`src/rtl/bezier_subsegment_extract_unit_defines.svh`:
```
// Assertion macros for the curve piece extractor.
`ifndef BEZIER_SUBSEGMENT_EXTRACT_UNIT_DEFINES_SVH
`define BEZIER_SUBSEGMENT_EXTRACT_UNIT_DEFINES_SVH
// Implication checked on every clock edge outside reset.
`define BSE_ASSERT_IMPL(label, clk, rst_n, ante, cons, msg) \
	label: assert property (@(posedge clk) disable iff (!rst_n) (ante) |-> (cons)) \
		else $error(msg);
// Implication whose consequent is checked in the cycle after the antecedent.
`define BSE_ASSERT_NEXT(label, clk, rst_n, ante, cons, msg) \
	label: assert property (@(posedge clk) disable iff (!rst_n) (ante) |=> (cons)) \
		else $error(msg);
`endif

```
`src/rtl/bse_pkg.sv`:
```
// ---------------------------------------------------------------------------
// bse_pkg
// Shared constants of the curve piece extractor.
// ---------------------------------------------------------------------------
`timescale 1ns / 1ps
package bse_pkg;
	localparam int COORD_BITS_DEF      = 24;
	localparam int PARAM_FRAC_BITS_DEF = 16;
endpackage

```
`src/rtl/bse_divider.sv`:
```
// ---------------------------------------------------------------------------
// bse_divider
// Pipelined restoring divider: one quotient bit per stage, saturated to 1.0, zero for a zero divisor.
// ---------------------------------------------------------------------------
`timescale 1ns / 1ps
module bse_divider import bse_pkg::*; #(
	parameter int FB = PARAM_FRAC_BITS_DEF
) (
	input  logic          clk,
	input  logic          arst_n,
	input  logic          en,
	input  logic [FB:0]   num,
	input  logic [FB:0]   den,
	output logic [FB:0]   quo
);
	localparam int QB = 2 * FB + 1;
	localparam int RB = FB + 2;
	logic [QB-1:0] q_s  [1:QB];
	logic [FB:0]   r_s  [1:QB-1];
	logic [FB:0]   d_s  [1:QB-1];
	logic          z_s  [1:QB];

	// The dividend shifts left into the remainder, one bit per stage.
	for (genvar i = 0; i < QB; i++) begin : g_st
		logic [QB-1:0] qi;
		logic [FB:0]   ri;
		logic [FB:0]   di;
		logic          zi;
		logic [RB-1:0] rs;
		logic          ge;
		if (i == 0) begin : g_first
			assign qi = {num, {FB{1'b0}}};
			assign ri = '0;
			assign di = den;
			assign zi = (den == '0);
		end else begin : g_next
			assign qi = q_s[i];
			assign ri = r_s[i];
			assign di = d_s[i];
			assign zi = z_s[i];
		end
		assign rs = {ri, qi[QB-1]};
		assign ge = (rs >= {1'b0, di});
		always_ff @(posedge clk or negedge arst_n) begin
			if (!arst_n) begin
				z_s[i+1] <= 1'b0;
			end else if (en) begin
				z_s[i+1] <= zi;
			end
		end
		always_ff @(posedge clk) begin
			if (en)
				q_s[i+1] <= {qi[QB-2:0], ge};
		end
		if (i < QB - 1) begin : g_keep
			always_ff @(posedge clk) begin
				if (en) begin
					d_s[i+1] <= di;
					r_s[i+1] <= ge ? (FB+1)'(rs - {1'b0, di}) : (FB+1)'(rs);
				end
			end
		end
	end

	always_comb begin
		if (z_s[QB])
			quo = '0;
		else if (q_s[QB] > QB'(1 << FB))
			quo = (FB+1)'(1 << FB);
		else
			quo = q_s[QB][FB:0];
	end
endmodule

```
`config.mk`:
```
export PLATFORM = sky130hd
export DESIGN_NAME = bse_divider
export DESIGN_NICKNAME = d
export VERILOG_FILES = /design/src/rtl/bezier_subsegment_extract_unit_defines.svh /design/src/rtl/bse_pkg.sv /design/src/rtl/bse_divider.sv
export SDC_FILE = /design/constraint.sdc
export NUM_CORES = 2
export LEC_CHECK = 0
export BUFFER_PORTS_ARGS = -buffer_cell sky130_fd_sc_hd__buf_2
export CORE_ASPECT_RATIO = 0.6
export CORE_MARGIN = 4
export CORE_UTILIZATION = 64
export DETAILED_ROUTE_END_ITERATION = 8
export GPL_ROUTABILITY_DRIVEN = 0
export GPL_TIMING_DRIVEN = 0
export PLACE_DENSITY_LB_ADDON = 0.12
export SYNTH_ARGS = -nofsm -noshare
export SYNTH_HDL_FRONTEND = slang
export SYNTH_SLANG_ARGS = --single-unit
```
`constraint.sdc`:
```
create_clock -name clk -period 3.4 [get_ports clk]
set_input_delay 0.51 -clock clk [delete_from_list [all_inputs] [get_ports clk]]
set_output_delay 0.51 -clock clk [all_outputs]
set_load 0.1 [all_outputs]
```
After elaboration in Yosys (flattened, before gate mapping). Memory sizes are Yosys's and may differ from the RTL's. Index checks and enable logic that the tools add are counted.

Latch bits: 0. Input bits: 37. Register bits: 33. RAM bits: 2177. Bits in read-only memories: 0. Memories: 3. Logic and storage cells: 139.

Multiplexer cells: 36. $lt $le $gt $ge: 34. $add $sub $neg: 32. $mul: 0. Shift operators: 0. Equality and inequality tests: 0. Div/mod/pow operators: 0. Bitwise logic cells: 0. Reduce and logical (&&, ||, !) cells: 1.

Memories: q_s (words 33, bits a word 33, rd ports 33, clocked after Yosys merged registers in 0, write ports 33, line bse_divider.sv:18) `logic [QB-1:0] q_s [1:QB];`; d_s (words 32, bits a word 17, rd ports 32, clocked after Yosys merged registers in 0, write ports 32, line bse_divider.sv:20) `logic [FB:0] d_s [1:QB-1];`; r_s (words 32, bits a word 17, rd ports 32, clocked after Yosys merged registers in 0, write ports 32, line bse_divider.sv:19) `logic [FB:0] r_s [1:QB-1];`.

Operators with widths (number): 17-bit two-way mux (34); 18-bit by 17-bit >= comparator with 1-bit output (32); 17-bit subtractor (31); 33-bit by 17-bit greater-than comparator with 1-bit output, second input constant (1); 1-bit by 17-bit >= comparator with 1-bit output (1); 17-bit logical NOT (1); 1-bit by 17-bit subtractor with 17-bit output (1); 1-bit two-way mux (2).

Logic depth before layout (Yosys ltp). An unclocked memory read counts as a cell.

Depth after elaboration: 4. Mapped depth: 14. Depth with buffers taken out: 12.

Worst setup path after synthesis. Ideal clock, no wire load.

Kind: register -> register. Start point: reg, netlist name q_s[0][494]. End point: reg, netlist name r_s[0][262]. Clock period less this slack: 3.094 ns. Required time: 3.140 ns. Path buffers: 1. Arrival: 2.835 ns. Library setup time: 0.260 ns. Stages on the path, launching flop included: 13. Path slack: 0.306 ns. Cell sequence: edfxtp_1 > inv_1 > ha_1 > inv_1 > fa_1 > a211oi_1 > o21a_1 > o31ai_1 > o211ai_1 > a21oi_1 > a2111oi_4 > buf_2 > mux2_2.

==> key figures <==
Min path
  • Hold Path Class: in2reg

Synthesis
  • Compound-Gate Fraction of Synth Area: 11.5%
  • Adder-cell share of the synthesized area: 8.54%
  • EDFF count, synth: 1785
  • #FFs+latches synth: 1818
  • Syn Area/Cell: 12.9 sq um
  • YS warnings: 0
  • Post-Synth XOR/XNOR Area: 3.95%
  • Synth Flop Type: edfxtp_1
  • Post-synthesis mux area share: 2.88%
  • Netlist cell types: 90
  • Fraction of registers with async set/reset: 1.82%
  • Mapped Area: 87100 sq um
  • Synth Area in Simple Gates: 7.11%
  • Main combinational cell family by area after synthesis: compound AO/OA/AOI/OAI gates
  • Syn nets: 7365
  • Register area share after synthesis: 62.5%
  • Gate Count Post-Synth: 6752

Clock network
  • Clock root cell: clkbuf_16
  • Clk pin slew, worst setup/hold paths: 0.07 ns
  • CTS tree: built
  • Later-pin clock latency in the skew report: 0.79 ns
  • Total CTS buffers: 164
  • H-tree levels: 4
  • Clock Tree Buf Depth: 3
  • CTS Sinks: 1818

Die
  • Die width: 484 um
  • Die area: 142000 sq um
  • Std cell rows: 104
  • Initial core utilization: 64.7%
  • Core region area: 135000 sq um
  • Die height: 294 um
  • # IOs: 54

Cells and area
  • Commonest non-fill, non-tap cell in the layout: edfxtp_1
  • Most frequent cells in the layout: edfxtp_1 (1785), inv_1 (682), o21ai_0 (552)
  • Layout cells sized above 1: 10.2%
  • Design area: 96800 sq um
  • Synth-to-layout area growth: 11.1%
  • Final core occ: 71.9%
  • Nets: 7688

Drt
  • Drt pass-1 iters: 6
  • 1st-iter DRT viols: 6285
  • Vias post-DR: 53900
  • Vias per cell: 5.99
  • Drt wl/cell: 19.5 um
  • Antenna-violating nets left: 0
  • Number of remaining DRC errors: 0
  • DRT Wirelength: 176000 um

Power and ir drop
  • Net Switching: 31.5 mW
  • Reg power frac: 38.9%
  • Combinational power share: 40.7%
  • Power per Cell Area: 908 nW/um^2
  • VDD IR max: 609 uV
  • Clock power frac: 20.5%
  • Sw Ratio: 35.8%
  • Static leakage: 38.2 nW
  • Int Pwr: 56.4 mW

Place
  • Area after DPL: 90000 sq um
  • Port bufs: 53
  • Placed wire-length estimate: 124000 um
  • Pre-CTS WS: -1.10 ns

GRT
  • Vias in the first global route: 51500
  • Global-route wire length before repair: 280000 um
  • Initial antenna violation count: 3
  • Largest net degree at the start of global routing: 173
  • GRT overflow: 0
  • Total GRT Usage: 24.6%

Run
  • Max-Cap Viols: 0

Timing
  • RSZ-0062 raised after global routing: yes
  • Fmax: 295 MHz
  • Max_slew headroom: 29.8%
  • Measured slew at the worst slew-check pin: 1.05 ns
  • Max-slew violation count: 0
  • Finish-stage setup viols: 0
  • Final worst path period share: 99.7%
  • Final Hold Viols: 0
  • Minimum clock period: 3.39 ns
  • Worst Skew: 0.0234 ns
  • Worst Slack Setup Final: 0.00936 ns

Worst setup path
  • Crit-path max cell delay: 0.47 ns
  • Critical path class: reg2out
  • Critical Path End Type: output pin
  • Worst Path Required: 2.89 ns
  • Critical path launch point type: register
  • WP data arrival: 2.88 ns
  • CP delay by family, top: simple AND/OR/NAND/NOR gates
  • Worst path slowest cell: nor4_4
  • Crit-path max FO: 5
  • WP buf/inv: 3
  • Worst path cell trace: nor4_4 -> nand4_1 -> a211oi_2 -> buf_4 -> buf_8 -> and2_4 -> buf_12

Status
  • Status: finished clean
==> worst register-to-register path: stages (launching register included) <==
cell	delay, ns
edfxtp_1	0.40
ha_1	0.39
nor2b_1	0.18
o31a_1	0.29
o21ai_1	0.33
and2b_1	0.25
a211oi_1	0.13
nor4_4	0.40
clkbuf_4	0.35
mux2_2	0.37
==> Yosys cell counts (9+ instances only) <==
cell type	count	area share (%)
edfxtp_1	1785	62
inv_1	684	2.9
o21ai_0	562	3.2
ha_1	545	7.8
nand2_1	482	2.1
a21oi_1	405	2.3
nor2_1	291	1.3
xnor2_1	211	2.1
mux2_2	192	2.5
xor2_1	182	1.8
a21o_1	163	1.4
clkbuf_1	93	0.40
nand2b_1	88	0.63
o21a_1	84	0.72
nor3_1	79	0.45
nor2b_1	73	0.52
nand4_1	68	0.49
nand3_1	67	0.38
o21bai_1	63	0.54
a31oi_1	59	0.42
a211oi_1	49	0.42
o31ai_1	42	0.36
and3_1	36	0.26
dfrtp_1	33	0.95
fa_1	31	0.71
nor4_1	27	0.19
o31a_1	25	0.25
and2_1	24	0.17
mux2i_1	22	0.25
buf_2	19	0.11
or3_1	19	0.14
o211ai_1	16	0.14
a21boi_0	14	0.12
a2111oi_0	13	0.13
a211o_1	13	0.13
o22ai_1	12	0.086
o41ai_1	11	0.11
or2_2	11	0.079
and4_1	10	0.10
nand4b_1	10	0.10
nand3b_1	9	0.078
==> flip-flops by register name, summed over array words and instances (netlist names) <==
signal	cells
q_s	697
z_s	1
d_s	544
r_s	544
g_st.zi	32
==> final timing paths <==
path | startpoint | end | slack, ns | cells after the start
max | q_s[2][35] | quo[7] | 0.009 | 7
max reg2reg | r_s[1][120] | r_s[1][146] | 0.06 | 9
max in group asynchronous | arst_n | g_st[23].zi | 2.58 | 2
min | num[16] | r_s[0][17] | 0.06 | 3
min reg2reg | q_s[1][171] | q_s[1][205] | 0.41 | 0
min in group asynchronous | arst_n | g_st[1].zi | 0.34 | 2
==> final cells by class <==
cell class,count,area (sq um)
antenna,1,2.50
buffer,121,661
clock buffer,199,4330
clock inverter,91,836
fill,8936,37800
inverter,684,2570
multi-input combinational,4129,30100
sequential,1818,54400
tap,1802,2250
timing repair buffer,157,1670
==> metrics by stage <==
step | hold WS [ns] | power [mW] | cells | setup TNS [ns]
after floorplan | 0.214 | 58.6 | 6752 | 0
after global placement | 0.400 | 67.6 | 8607 | -
after detailed placement | 0.405 | 67.8 | 8619 | -394.79
after CTS | 0.00945 | 86.8 | 8961 | -1.93
after global routing | 0.0256 | 93.3 | 9002 | -1.56
final | 0.0613 | 87.9 | 9002 | 0
==> metal layers <==
| metal | track usage, % | part of all wire (%) | vias up |
|---|---|---|---|
| met5 | 0 | 0.0074 | - |
| met4 | 5.03 | 1.5 | 2 |
| met3 | 4.77 | 8.8 | 212 |
| met2 | 34.9 | 42 | 1938 |
| met1 | 39.5 | 48 | 26200 |
| li1 | - | - | 25600 |
==> cell families after synthesis <==
| logic type | count (synthesis) |
|---|---|
| compound gates | 1625 |
| xor+xnor | 393 |
| fa+ha+maj | 576 |
| buf+inv | 806 |
| flops | 1818 |
| mux | 223 |
| simple gates | 1311 |
==> timing repair <==
action,CTS,global route
pin swaps,20,35
endpoints found under the setup margin,527,440
hold buffers,34,0
cloned,3,2
resized for setup,171,112
hold endpoints to repair,66,0
setup buffers,16,39
==> power by group through the flow <==
stage / Combinational, mW / Clock (mW) / Sequential [mW]
2_1_floorplan: 25.3 / 0 / 33.3
3_3_place_gp: 32.0 / 0 / 35.6
3_5_place_dp: 33.3 / 0 / 34.5
4_1_cts: 34.2 / 18.4 / 34.1
5_1_grt: 39.3 / 19.5 / 34.5
6_report: 35.7 / 18.0 / 34.1
Note: power is estimated with default switching activity, not from simulation.
