<file path="config.mk">
export PLATFORM = sky130hd
export DESIGN_NAME = bse_lerp
export DESIGN_NICKNAME = d
export VERILOG_FILES = /design/src/rtl/bezier_subsegment_extract_unit_defines.svh /design/src/rtl/bse_pkg.sv /design/src/rtl/bse_lerp.sv
export SDC_FILE = /design/constraint.sdc
export NUM_CORES = 1
export LEC_CHECK = 0
export ABC_AREA = 1
export BUFFER_PORTS_ARGS = -buffer_cell sky130_fd_sc_hd__buf_2
export CAP_MARGIN = 15
export CORE_ASPECT_RATIO = 0.8
export CORE_MARGIN = 2
export CORE_UTILIZATION = 40
export CTS_CLUSTER_DIAMETER = 40
export CTS_CLUSTER_SIZE = 30
export DETAILED_ROUTE_END_ITERATION = 7
export MAX_ROUTING_LAYER = met4
export PLACE_DENSITY_LB_ADDON = 0.25
export SLEW_MARGIN = 0
export SYNTH_ARGS = -nofsm -noshare
export SYNTH_HDL_FRONTEND = slang
export SYNTH_SLANG_ARGS = --single-unit
</file>
<file path="constraint.sdc">
create_clock -name clk -period 8.25 [get_ports clk]
set_clock_uncertainty 0.1 [all_clocks]
set_input_delay 0.4125 -clock clk [delete_from_list [all_inputs] [get_ports clk]]
set_output_delay 0.4125 -clock clk [all_outputs]
set_load 0.05 [all_outputs]
</file>
<file path="src/rtl/bezier_subsegment_extract_unit_defines.svh">
// Assertion macros for the curve piece extractor.
`ifndef BEZIER_SUBSEGMENT_EXTRACT_UNIT_DEFINES_SVH
`define BEZIER_SUBSEGMENT_EXTRACT_UNIT_DEFINES_SVH
// Implication checked on every clock edge outside reset.
`define BSE_ASSERT_IMPL(label, clk, rst_n, ante, cons, msg) \
	label: assert property (@(posedge clk) disable iff (!rst_n) (ante) |-> (cons)) \
		else $error(msg);
// Implication whose consequent is checked in the cycle after the antecedent.
`define BSE_ASSERT_NEXT(label, clk, rst_n, ante, cons, msg) \
	label: assert property (@(posedge clk) disable iff (!rst_n) (ante) |=> (cons)) \
		else $error(msg);
`endif

</file>
<file path="src/rtl/bse_pkg.sv">
// ---------------------------------------------------------------------------
// bse_pkg
// Shared constants of the curve piece extractor.
// ---------------------------------------------------------------------------
`timescale 1ns / 1ps
package bse_pkg;
	localparam int COORD_BITS_DEF      = 24;
	localparam int PARAM_FRAC_BITS_DEF = 16;
endpackage

</file>
<file path="src/rtl/bse_lerp.sv">
// ---------------------------------------------------------------------------
// bse_lerp
// Registered rounded interpolation u + round((v - u) * t).
// ---------------------------------------------------------------------------
`timescale 1ns / 1ps
module bse_lerp import bse_pkg::*; #(
	parameter int CB = COORD_BITS_DEF,
	parameter int FB = PARAM_FRAC_BITS_DEF
) (
	input  logic                 clk,
	input  logic                 en,
	input  logic signed [CB-1:0] u,
	input  logic signed [CB-1:0] v,
	input  logic        [FB:0]   t,
	output logic signed [CB-1:0] r
);
	localparam int PB = CB + FB + 3;
	logic signed [CB:0]   dif;
	logic signed [PB-1:0] prod;
	logic signed [PB-1:0] q;
	always_comb begin
		dif  = (CB+1)'(v) - (CB+1)'(u);
		prod = PB'(dif) * $signed({1'b0, t}) + PB'(1 << (FB - 1));
		q    = prod >>> FB;
	end
	always_ff @(posedge clk) begin
		if (en)
			r <= CB'(u + q[CB-1:0]);
	end
endmodule

</file>
Word level (Yosys, flattened, before mapping):

Cells that the tools add are included.

* add/subtract/negate cells: 3
* multiply operators: 1

Operators by type and width (number)
* adder 40 x 17 -> 40 bit, second input constant: 1
* multiplier 25 x 18 -> 40 bit: 1
* subtractor 24 x 24 -> 25 bit: 1
* adder 24 bit: 1

* register bits: 24
* bits of input ports: 67
* output and inout port bits: 24

Longest topological paths before layout:

Gate-level depths: netlist (run 1).

* depth in word-level cells: 4
* mapped depth: 50

Worst setup path before layout (run 1):

OpenSTA, ideal clock, no wires.

* path kind: input-to-reg
* start point: input v[0]
* end point: register r[21], data pin
* data arrival time: 8.060 ns
* setup slack: -0.162 ns
* stages on the path: 44
* path buffers: 1
* path through: inv_1 -> ha_1 -> fa_1 -> inv_1 -> nand2_1 -> nand2_1 -> nand2_1 -> o21bai_1 -> a21oi_2 -> xnor2_1 -> inv_1 -> buf_2 -> nor2_1 -> fa_1 -> fa_1 -> inv_1 -> fa_1 -> fa_1 -> (+8 left out) -> a21oi_1 -> nand2_1 -> nand3_1 -> nand2_1 -> a21o_1 -> xor2_1 -> ha_1 -> nand2_1 -> nor2_1 -> nand2_1 -> nand2_1 -> a21oi_1 -> o21ai_1 -> a21oi_1 -> o21bai_1 -> nand2_1 -> nand3_1 -> nand2_1

* word-level cells in the longest chain between the ends: 4

Ends and longest elaborated chain
* from (decl): line bse_lerp.sv:13 `input logic signed [CB-1:0] v,`
* subtractor 24 x 24 -> 25 bit: line bse_lerp.sv:22 `dif = (CB+1)'(v) - (CB+1)'(u);`
* multiplier 25 x 18 -> 40 bit: line bse_lerp.sv:23 `prod = PB'(dif) * $signed({1'b0, t}) + PB'(1 << (FB - 1));`
* adder 40 x 17 -> 40 bit: line bse_lerp.sv:23
* adder 24 bit: line bse_lerp.sv:28 `r <= CB'(u + q[CB-1:0]);`
* to (signal assigned): line bse_lerp.sv:28
* to (decl): line bse_lerp.sv:15 `output logic signed [CB-1:0] r`

Every way passes these cells.
A chain may end at the register's enable or synchronous reset.

Final worst setup path (run 1):

* start point: input v[2]
* end point: register r[23], data pin

Same word-level chain as after synthesis.

==> results.txt, run 1 <==
Tmin final: 8.51 ns
Total negative setup slack: -0.899 ns
Max Used Layer: met4
Vias per cell: 4.94
Async SR Flop Fraction: 0
Area grow syn2layout: 38.5%
Max reg flops: 24
Routed Antenna Nets: 0
Max clock buf depth: 2
Leading post-synthesis cells by cell area: fa_1, inv_1, ha_1, nand2_1, nor2_1
Nets: 3,458
Seq/Total Area, Yosys: 0.0397
Fillers: 4,108
Synth top cells by count: inv_1, fa_1, nand2_1
Die width: 242 um
Initial drt markers: 1,001
Cell count after synthesis: 2,302
Hold_buf cts: 0
# IOs: 91
TritonCTS clock tree: done
Wirelength, routed: 61,100 um
Worst Tran Pin Value: 0.635 ns
Synthesized Nets: 2,934
Critical path endpoint category: flop
Initial Util: 0.407
Count of state elements after synthesis: 24
Critical path class: in2reg
Hold WC Path Type: in2reg
Period utilization: 1.03
Top-count cell post-synth: inv_1
Yosys Warn Count: 0
Initial antenna violation count: 3
CP Data Arrival Time: 8.46 ns
Crit-path max cell delay: 0.58 ns
Die ar.: 0.0472 mm^2
Largest net degree at the start of global routing: 26
GPL Wtd Cong: 0.974
Top FF cell, synth: edfxtp_1
Final hold violations: 0
Worst Setup Start Kind: primary input
Die height: 195 um
Vias in the first global route: 17,100
Status: finished with violations
Max cap viols: 0
Final setup fails: 7
Max Slew Vio Count: 0
WP data required: 8.20 ns
DR WL met3: 3420 um
First-pass GRT wire length: 94,300 um
Total GRT Usage: 0.265
Final WS setup: -0.262 ns
PortBufs: 90
Fmax: 117 MHz
H-tree depth: 1
Worst hold slack: 0.369 ns
Routed WL per cell: 17.8 um
Failing checks: setup timing
Row count: 69
Clock sinks: 24
Most used cell, CP: nand2_2
Crit path max-delay cell type: fa_1
Post-synth EDFFs: 24
CTS buffer count: 3
DRC viols: 0
Met2 Wirelength: 28,400 um
Largest registers: r: 24 flops
Relative slew slack: 0.576
Syn_area_per_cell: 7.89 um^2
Yosys cell types: 51
RSZ-0062 raised after global routing: true
Layout cells sized above 1: 0.339
Initial DRT Pass Iterations: 5
DR vias: 16,900
GRT Residual Overflow: 0
Yosys top cell area share: 0.437
Met1 Wirelength: 28,000 um
Pre-CTS WS: -1.37 ns
Most flop-heavy register: r
Cell Area, Synth: 0.0182 mm^2
Critical-path maximum fanout: 4
Final HPWL DP: 52,600 um
Largest area contributor in the netlist: fa_1
Worst-path clk slew: 0.07 ns
Core area: 0.0446 mm^2
Root buffer cell: clkbuf_16
layout make-up:
class	instances	area, um^2	area share
well taps	603	754	0.0300
clock buffers	3	75.1	0.00298
flip-flops and latches	24	721	0.0286
multi-input cells	1599	16800	0.669
repair inverters	2	13.8	0.000547
diodes	1	2.50	0.0000994
inverters	626	2380	0.0946
repair buffers	570	4390	0.175
logic make-up (layout without fill, tap and decap cells):
| group | count (synthesis) | after routing | share of synthesized area |
|---|---|---|---|
| fa+ha+maj | 565 | 565 | 0.553 |
| xor+xnor | 68 | 68 | 0.0344 |
| simple gates | 808 | 808 | 0.182 |
| flops | 24 | 24 | 0.0397 |
| buf+inv | 679 | 1201 | 0.142 |
| other cells | 0 | 1 | 0 |
| compound gates | 158 | 158 | 0.0493 |
through the flow:
stage	utilization	cells	cell area (um^2)
3_5_place_dp	0.501	3346	22300
3_3_place_gp	0.501	3346	22300
6_report	0.564	3428	25200
5_1_grt	0.564	3428	25200
2_1_floorplan	-	2302	18200
4_1_cts	0.537	3397	24000
worst max-delay path: cells and delay by family:
| kind | cells | cell delay (ns) |
|---|---|---|
| xor+xnor | 2 | 0.36 |
| simple gates | 17 | 1.74 |
| buf+inv | 11 | 0.95 |
| compound gates | 8 | 1.00 |
| fa+ha+maj | 9 | 3.98 |
metal layers:
layer	vias up	GRT usage
met5	-	-
met4	0	0.0425
met3	80	0.0284
met2	493	0.412
met1	8576	0.381
li1	7769	-
placed cells by master, fill, tap and decap left out, drive strengths merged, types with 2 or more instances in the layout:
| master | Yosys | routed |
|---|---|---|
| nor3 | 11 | 11 |
| buf | 14 | 569 |
| nand4 | 8 | 8 |
| o21ai | 37 | 37 |
| edfxtp | 24 | 24 |
| or2 | 31 | 31 |
| a31oi | 6 | 6 |
| clkbuf | 39 | 4 |
| xor2 | 40 | 40 |
| nand2 | 363 | 363 |
| o21bai | 7 | 7 |
| o21a | 3 | 3 |
| nor4 | 2 | 2 |
| clkinv | 5 | 5 |
| a21oi | 91 | 91 |
| nor2 | 334 | 334 |
| a221oi | 2 | 2 |
| nand3 | 54 | 54 |
| o31ai | 3 | 3 |
| clkinvlp | 0 | 5 |
| nand3b | 3 | 3 |
| xnor2 | 28 | 28 |
| ha | 168 | 168 |
| a21o | 3 | 3 |
| a211oi | 2 | 2 |
| fa | 397 | 397 |
| inv | 621 | 618 |
worst paths after layout:
| path | start | end | slack, ns | depth (start not counted) |
|---|---|---|---|---|
| min | u[0] | r[0] | 0.37 | 2 |
| max | v[2] | r[23] | -0.26 | 47 |
what timing repair did:
action	CTS	global route
resized for setup	245	224
cloned	2	1
setup endpoints to repair	19	20
setup buffers	48	30
pin swaps	122	136
Power of run 1 is not shown: default switching activity piles up to over one toggle a cycle in this logic, so the estimate is an artifact.
==> run 2, diff against run 1 <==
- CELL_PAD_IN_SITES_DETAIL_PLACEMENT: unset -> 1
- CELL_PAD_IN_SITES_GLOBAL_PLACEMENT: unset -> 2
- CORE_UTILIZATION: 40 -> 36
==> run 2 against run 1 <==
  * The flow still finishes with violations (setup timing)
  * Global-route usage rose by 2.5 points
  * First-iteration DRC count is 18% lower
  * Non-clock buffer count is 23 higher
  * Highest routed layer unchanged
==> results.txt, run 2 (same netlist as run 1, synthesis figures left out) <==
Worst Path Buf+Inv: 16 (+5)
Status: finished with violations
Crit-path max cell delay: 0.52 ns (-0.06 ns)
Worst hold slack: 0.362 ns (-0.00663 ns)
Worst Tran Pin Value: 0.719 ns (+0.0831 ns)
Initial DRT Pass Iterations: 5 (unchanged)
DRC viols: 0 (unchanged)
Wirelength, routed: 72,300 um (+18%)
Critical path class: in2reg
Initial antenna violation count: 1 (-2)
Layout cells sized above 1: 0.379 (+0.0402)
Core area: 0.0498 mm^2 (+12%)
Vias per cell: 4.83 (-2.1%)
Largest net degree at the start of global routing: 26 (unchanged)
CP Data Arrival Time: 8.66 ns (+0.20 ns)
Clock sinks: 24 (unchanged)
Initial drt markers: 817 (-18%)
Stages on the worst setup path: 51 (+8.5%)
Most common cell after layout, fill and taps aside: inv_1
DR vias: 17,000 (+0.57%)
Die width: 255 um (+5.3%)
First-pass GRT wire length: 111,000 um (+18%)
Critical path endpoint category: flop
Final setup fails: 14 (+7)
Vias in the first global route: 19,400 (+13%)
Fin util: 0.527 (-0.0369)
Most flop-heavy register: r
Tmin final: 8.71 ns (+0.199 ns)
GRT Residual Overflow: 0 (unchanged)
TritonCTS clock tree: done
CTS buffer count: 3 (unchanged)
RSZ-0062 raised after global routing: true
Routed WL per cell: 20.5 um (+15%)
Most frequent cells in the layout: inv_1, buf_4, fa_1
H-tree depth: 1 (unchanged)
WP data required: 8.20 ns (about the same)
Row count: 73 (+5.8%)
Hold Path Cell Cnt: 2 (unchanged)
Final HPWL DP: 61,000 um (+16%)
Die height: 205 um (+5.3%)
Max clock buf depth: 2 (unchanged)
Max Slew Vio Count: 0 (unchanged)
Largest registers: r: 24 flops
Final WS setup: -0.460 ns (-0.199 ns)
Nets: 3,480 (+0.64%)
Fmax: 115 MHz (-2.3%)
Critical-path maximum fanout: 4 (unchanged)
Final hold violations: 0 (unchanged)
# IOs: 91 (unchanged)
Pre-CTS WS: -1.65 ns (-0.277 ns)
Hold WC Path Type: in2reg
Worst-path clk slew: 0.07 ns (about the same)
Failing checks: setup timing
Total GRT Usage: 0.290 (+0.0252)
Max cap viols: 0 (unchanged)
Relative slew slack: 0.521 (-0.0554)
Crit path max-delay cell type: fa_1
Die ar.: 0.0523 mm^2 (+11%)
CP delay by family, top: adder cells
Initial Util: 0.365 (-0.0421)
PortBufs: 90 (unchanged)
Routed Antenna Nets: 0 (unchanged)
GPL Wtd Cong: 0.967 (-0.80%)
Area grow syn2layout: 44.3%
Root buffer cell: clkbuf_16
Max reg flops: 24 (unchanged)
Most used cell, CP: inv_1
Period utilization: 1.06 (+0.0241)
Worst Setup Start Kind: primary input
==> run 2: cell types whose count changed in the layout (fill, tap and decap cells not counted), moves of 15 or more <==
cell | previous run | this run
nor2_4 | 16 | 36
inv_1 | 581 | 555
ha_4 | 42 | 57
inv_2 | 32 | 61
ha_1 | 125 | 108
buf_6 | 32 | 60
nand2_1 | 301 | 285
buf_4 | 437 | 417
==> run 2: path summary, 6_finish.rpt <==
check / startpoint / endpoint / slack (ns)
max: u[11] / r[23] / -0.46
min: u[0] / r[0] / 0.36
==> run 2: what timing repair did <==
item | 4_1_cts | 5_1_grt
endpoints found under the hold margin | 0 | 0
pin swaps | 148 | 179
hold buffers | 0 | 0
buffers inserted | 58 | 22
resized for setup | 441 | 210
cloned | 1 | 1
setup endpoints to repair | 21 | 20
==> run 2: stage by stage <==
step / cell area [um^2] / instances / TNS [ns]
5_1_grt: 26200 / 3521 / -8.37
4_1_cts: 25200 / 3503 / -3.32
2_1_floorplan: 18200 / 2302 / -0.0368
3_3_place_gp: 22800 / 3447 / -20.90
6_report: 26200 / 3522 / -4.01
3_5_place_dp: 22800 / 3447 / -25.15
==> run 2: area by class of cell <==
type | instances | area [um^2]
Fill cell | 5894 | 23600
Multi-Input combinational cell | 1600 | 17400
Timing Repair Buffer | 593 | 4820
Inverter | 626 | 2390
Tap cell | 675 | 845
Sequential cell | 24 | 721
Clock buffer | 3 | 75.1
Antenna cell | 1 | 2.50
==> run 2: layer usage <==
layer,up-vias,GRT usage,share of wire
met2,327,0.482,0.49
met3,93,0.0306,0.042
met5,-,-,0
met1,8777,0.387,0.45
li1,7817,-,-
met4,0,0.0556,0.025
Power of run 2 is left out for the same reason.
==> run 3, diff against run 2 <==
- ABC_AREA: 1 -> unset
- CORE_UTILIZATION: 36 -> 37
- SLEW_MARGIN: 0 -> 15
- TNS_END_PERCENT: unset -> 10
==> run 3 against run 2 <==
  * Synthesized cell count is 16% lower
  * Wire length is 26% lower
  * Largest cell class unchanged
  * Sequential share of layout area is 0.51 points higher
  * Critical endpoint unchanged
  * Count of clock-buffer cells in the layout stayed put
  * Maximum frequency is 7.4% lower
  * Cell count is 17% lower
  * Critical path depth is 10 lower
  * Worst setup slack worse by 0.69 ns
  * The flow still finishes with violations (setup timing)
==> results.txt, run 3 <==
Total GRT Usage: 0.237 (-0.0531)
Max reg flops: 24 (unchanged)
Clock sinks: 24 (unchanged)
Top-count cell post-synth: inv_1
Max Slew Vio Count: 0 (unchanged)
Worst-path clk slew: 0.06 ns (about the same)
Most frequent cells in the layout: inv_1, fa_1, buf_4
Busiest grt layer: met1
Hold wc startpoint: u[0]
Critical-path maximum fanout: 6 (+2)
Multi-input logic area: 0.0155 mm^2 (-11%)
First-pass GRT wire length: 88,100 um (-21%)
Synth top cells by count: inv_1, fa_1, and2_1
Crit-path max cell delay: 0.56 ns (+0.04 ns)
Initial DRT Pass Iterations: 5 (unchanged)
Worst Setup Start Kind: primary input
Row count: 71 (-2.7%)
TritonCTS clock tree: done
Min-Delay Endpoint: r[0]
Seq/Total Area, Yosys: 0.0411 (+0.00145)
RSZ-0062 raised after global routing: true
Syn_area_per_cell: 9.08 um^2 (+15%)
Initial Util: 0.374 (+0.00874)
Initial drt markers: 560 (-31%)
Vias per cell: 4.74 (-2.0%)
Routed WL per cell: 18.4 um (-11%)
Root buffer cell: clkbuf_16
Nets: 2,938 (-16%)
Fillers: 5,438 (-7.7%)
Failing checks: setup timing
Layout cells sized above 1: 0.247 (-0.132)
Yosys Warn Count: 0 (unchanged)
Async SR Flop Fraction: 0 (unchanged)
H-tree depth: 1 (unchanged)
Largest registers: r: 24 flops
Initial antenna violation count: 2 (+1)
Die height: 199 um (-3.0%)
Hold Path Cell Cnt: 3 (+1)
Vias in the first global route: 15,900 (-18%)
Period utilization: 1.14 (+0.0839)
Total negative setup slack: -14.01 ns (-9.99 ns)
Final HPWL DP: 48,000 um (-21%)
Fmax: 106 MHz (-7.4%)
Status: finished with violations
Critical path endpoint category: flop
Final hold violations: 0 (unchanged)
Most common cell after layout, fill and taps aside: inv_1
Worst Path Buf+Inv: 11 (-5)
Area grow syn2layout: 26.0%
DR vias: 13,900 (-19%)
Critical path class: in2reg
Met2 Usage GRT: 0.339 (-0.142)
DRC viols: 0 (unchanged)
Most flop-heavy register: r
Max clock buf depth: 2 (unchanged)
Largest net degree at the start of global routing: 26 (unchanged)
# IOs: 91 (unchanged)
Core area: 0.0469 mm^2 (-5.8%)
Hold WC Path Type: in2reg
Hold_buf cts: 0 (unchanged)
CTS buffer count: 3 (unchanged)
Synthesized Nets: 2,563 (-13%)
Post-synth EDFFs: 24 (unchanged)
Die ar.: 0.0492 mm^2 (-6.0%)
Final WS setup: -1.15 ns (-0.692 ns)
Top FF cell, synth: edfxtp_1
CP delay by family, top: adder cells
Fin util: 0.471 (-0.0558)
Yosys top cell area share: 0.453 (+0.0159)
Cell count after synthesis: 1,931 (-16%)
GRT Residual Overflow: 0 (unchanged)
Tmin final: 9.40 ns (+0.692 ns)
Leading post-synthesis cells by cell area: fa_1, ha_1, inv_1, and2_1, edfxtp_1
Wirelength, routed: 53,700 um (-26%)
Most used cell, CP: fa_1
Register Area: 721 um^2 (unchanged)
GPL Wtd Cong: 0.823 (-15%)
Yosys cell types: 57 (+12%)
Count of state elements after synthesis: 24 (unchanged)
Routed Antenna Nets: 0 (unchanged)
Final setup fails: 19 (+5)
PortBufs: 90 (unchanged)
Max cap viols: 0 (unchanged)
GR Util met3: 0.0376 (+0.00702)
Crit path max-delay cell type: fa_1
Met1 Usage GRT: 0.367 (-0.0200)
Largest area contributor in the netlist: fa_1
Number of inserted diodes: 0 (-1)
WP data required: 8.15 ns (-0.05 ns)
CP Data Arrival Time: 9.31 ns (+0.65 ns)
Relative slew slack: 0.659 (+0.138)
Worst Tran Pin Value: 0.511 ns (-0.207 ns)
Die width: 247 um (-3.1%)
Cell Area, Synth: 0.0175 mm^2 (-3.5%)
-- run 3: cell families after synthesis --
family,after synthesis,synth area share
AOI/OAI and AO/OA,167,0.0624
adders and majority gates,565,0.573
DFF,24,0.0411
buffers and inverters,557,0.120
and+or+nand+nor,541,0.164
xor gates and xnor gates,76,0.0392
muxes,1,0.000642
-- run 3: metal layers --
| metal | routed length [um] | vias to the layer above |
|---|---|---|
| met1 | 28300 | 7147 |
| met2 | 22500 | 229 |
| li1 | - | 6462 |
| met4 | 197 | 0 |
| met3 | 2720 | 13 |
| met5 | 0 | - |
-- run 3: final cells by class --
class / count / area share
multi-input combinational: 1350 / 0.701
timing repair buffer: 430 / 0.142
inverter: 497 / 0.0851
tap: 620 / 0.0351
sequential: 24 / 0.0326
clock buffer: 3 / 0.00340
clock inverter: 1 / 0.00136
-- run 3: worst max-delay path by stage --
| stage | start | to | slack, ns | cells after the start |
|---|---|---|---|---|
| 3_3_place_gp | u[1] | r[23] | -1.48 | 40 |
| 5_1_grt | u[1] | r[23] | -1.55 | 42 |
| 4_1_cts | v[0] | r[23] | -1.18 | 41 |
| 3_5_place_dp | v[0] | r[22] | -1.71 | 43 |
| 6_report | u[1] | r[23] | -1.15 | 41 |
| 2_1_floorplan | v[0] | r[22] | -0.81 | 40 |
-- run 3: metrics by stage --
stage                     cells  area, um^2  setup WS (ns)  hold slack (ns)
after global routing       2925       22100          -1.55            0.541
after global placement     2894       21100          -1.48            0.801
after CTS                  2914       21700          -1.18            0.509
after floorplan            1931       17800         -0.806            0.425
final                      2925       22100          -1.15            0.531
after detailed placement   2894       21100          -1.71            0.795
-- run 3: repair_timing --
| item | CTS | global route |
|---|---|---|
| buffers inserted | 16 | 11 |
| hold endpoints to repair | 0 | 0 |
| cloned | 0 | 1 |
| pin swaps | 39 | 39 |
| gates resized for setup | 73 | 68 |
| setup endpoints to repair | 22 | 23 |
Power of run 3 is left out for the same reason.
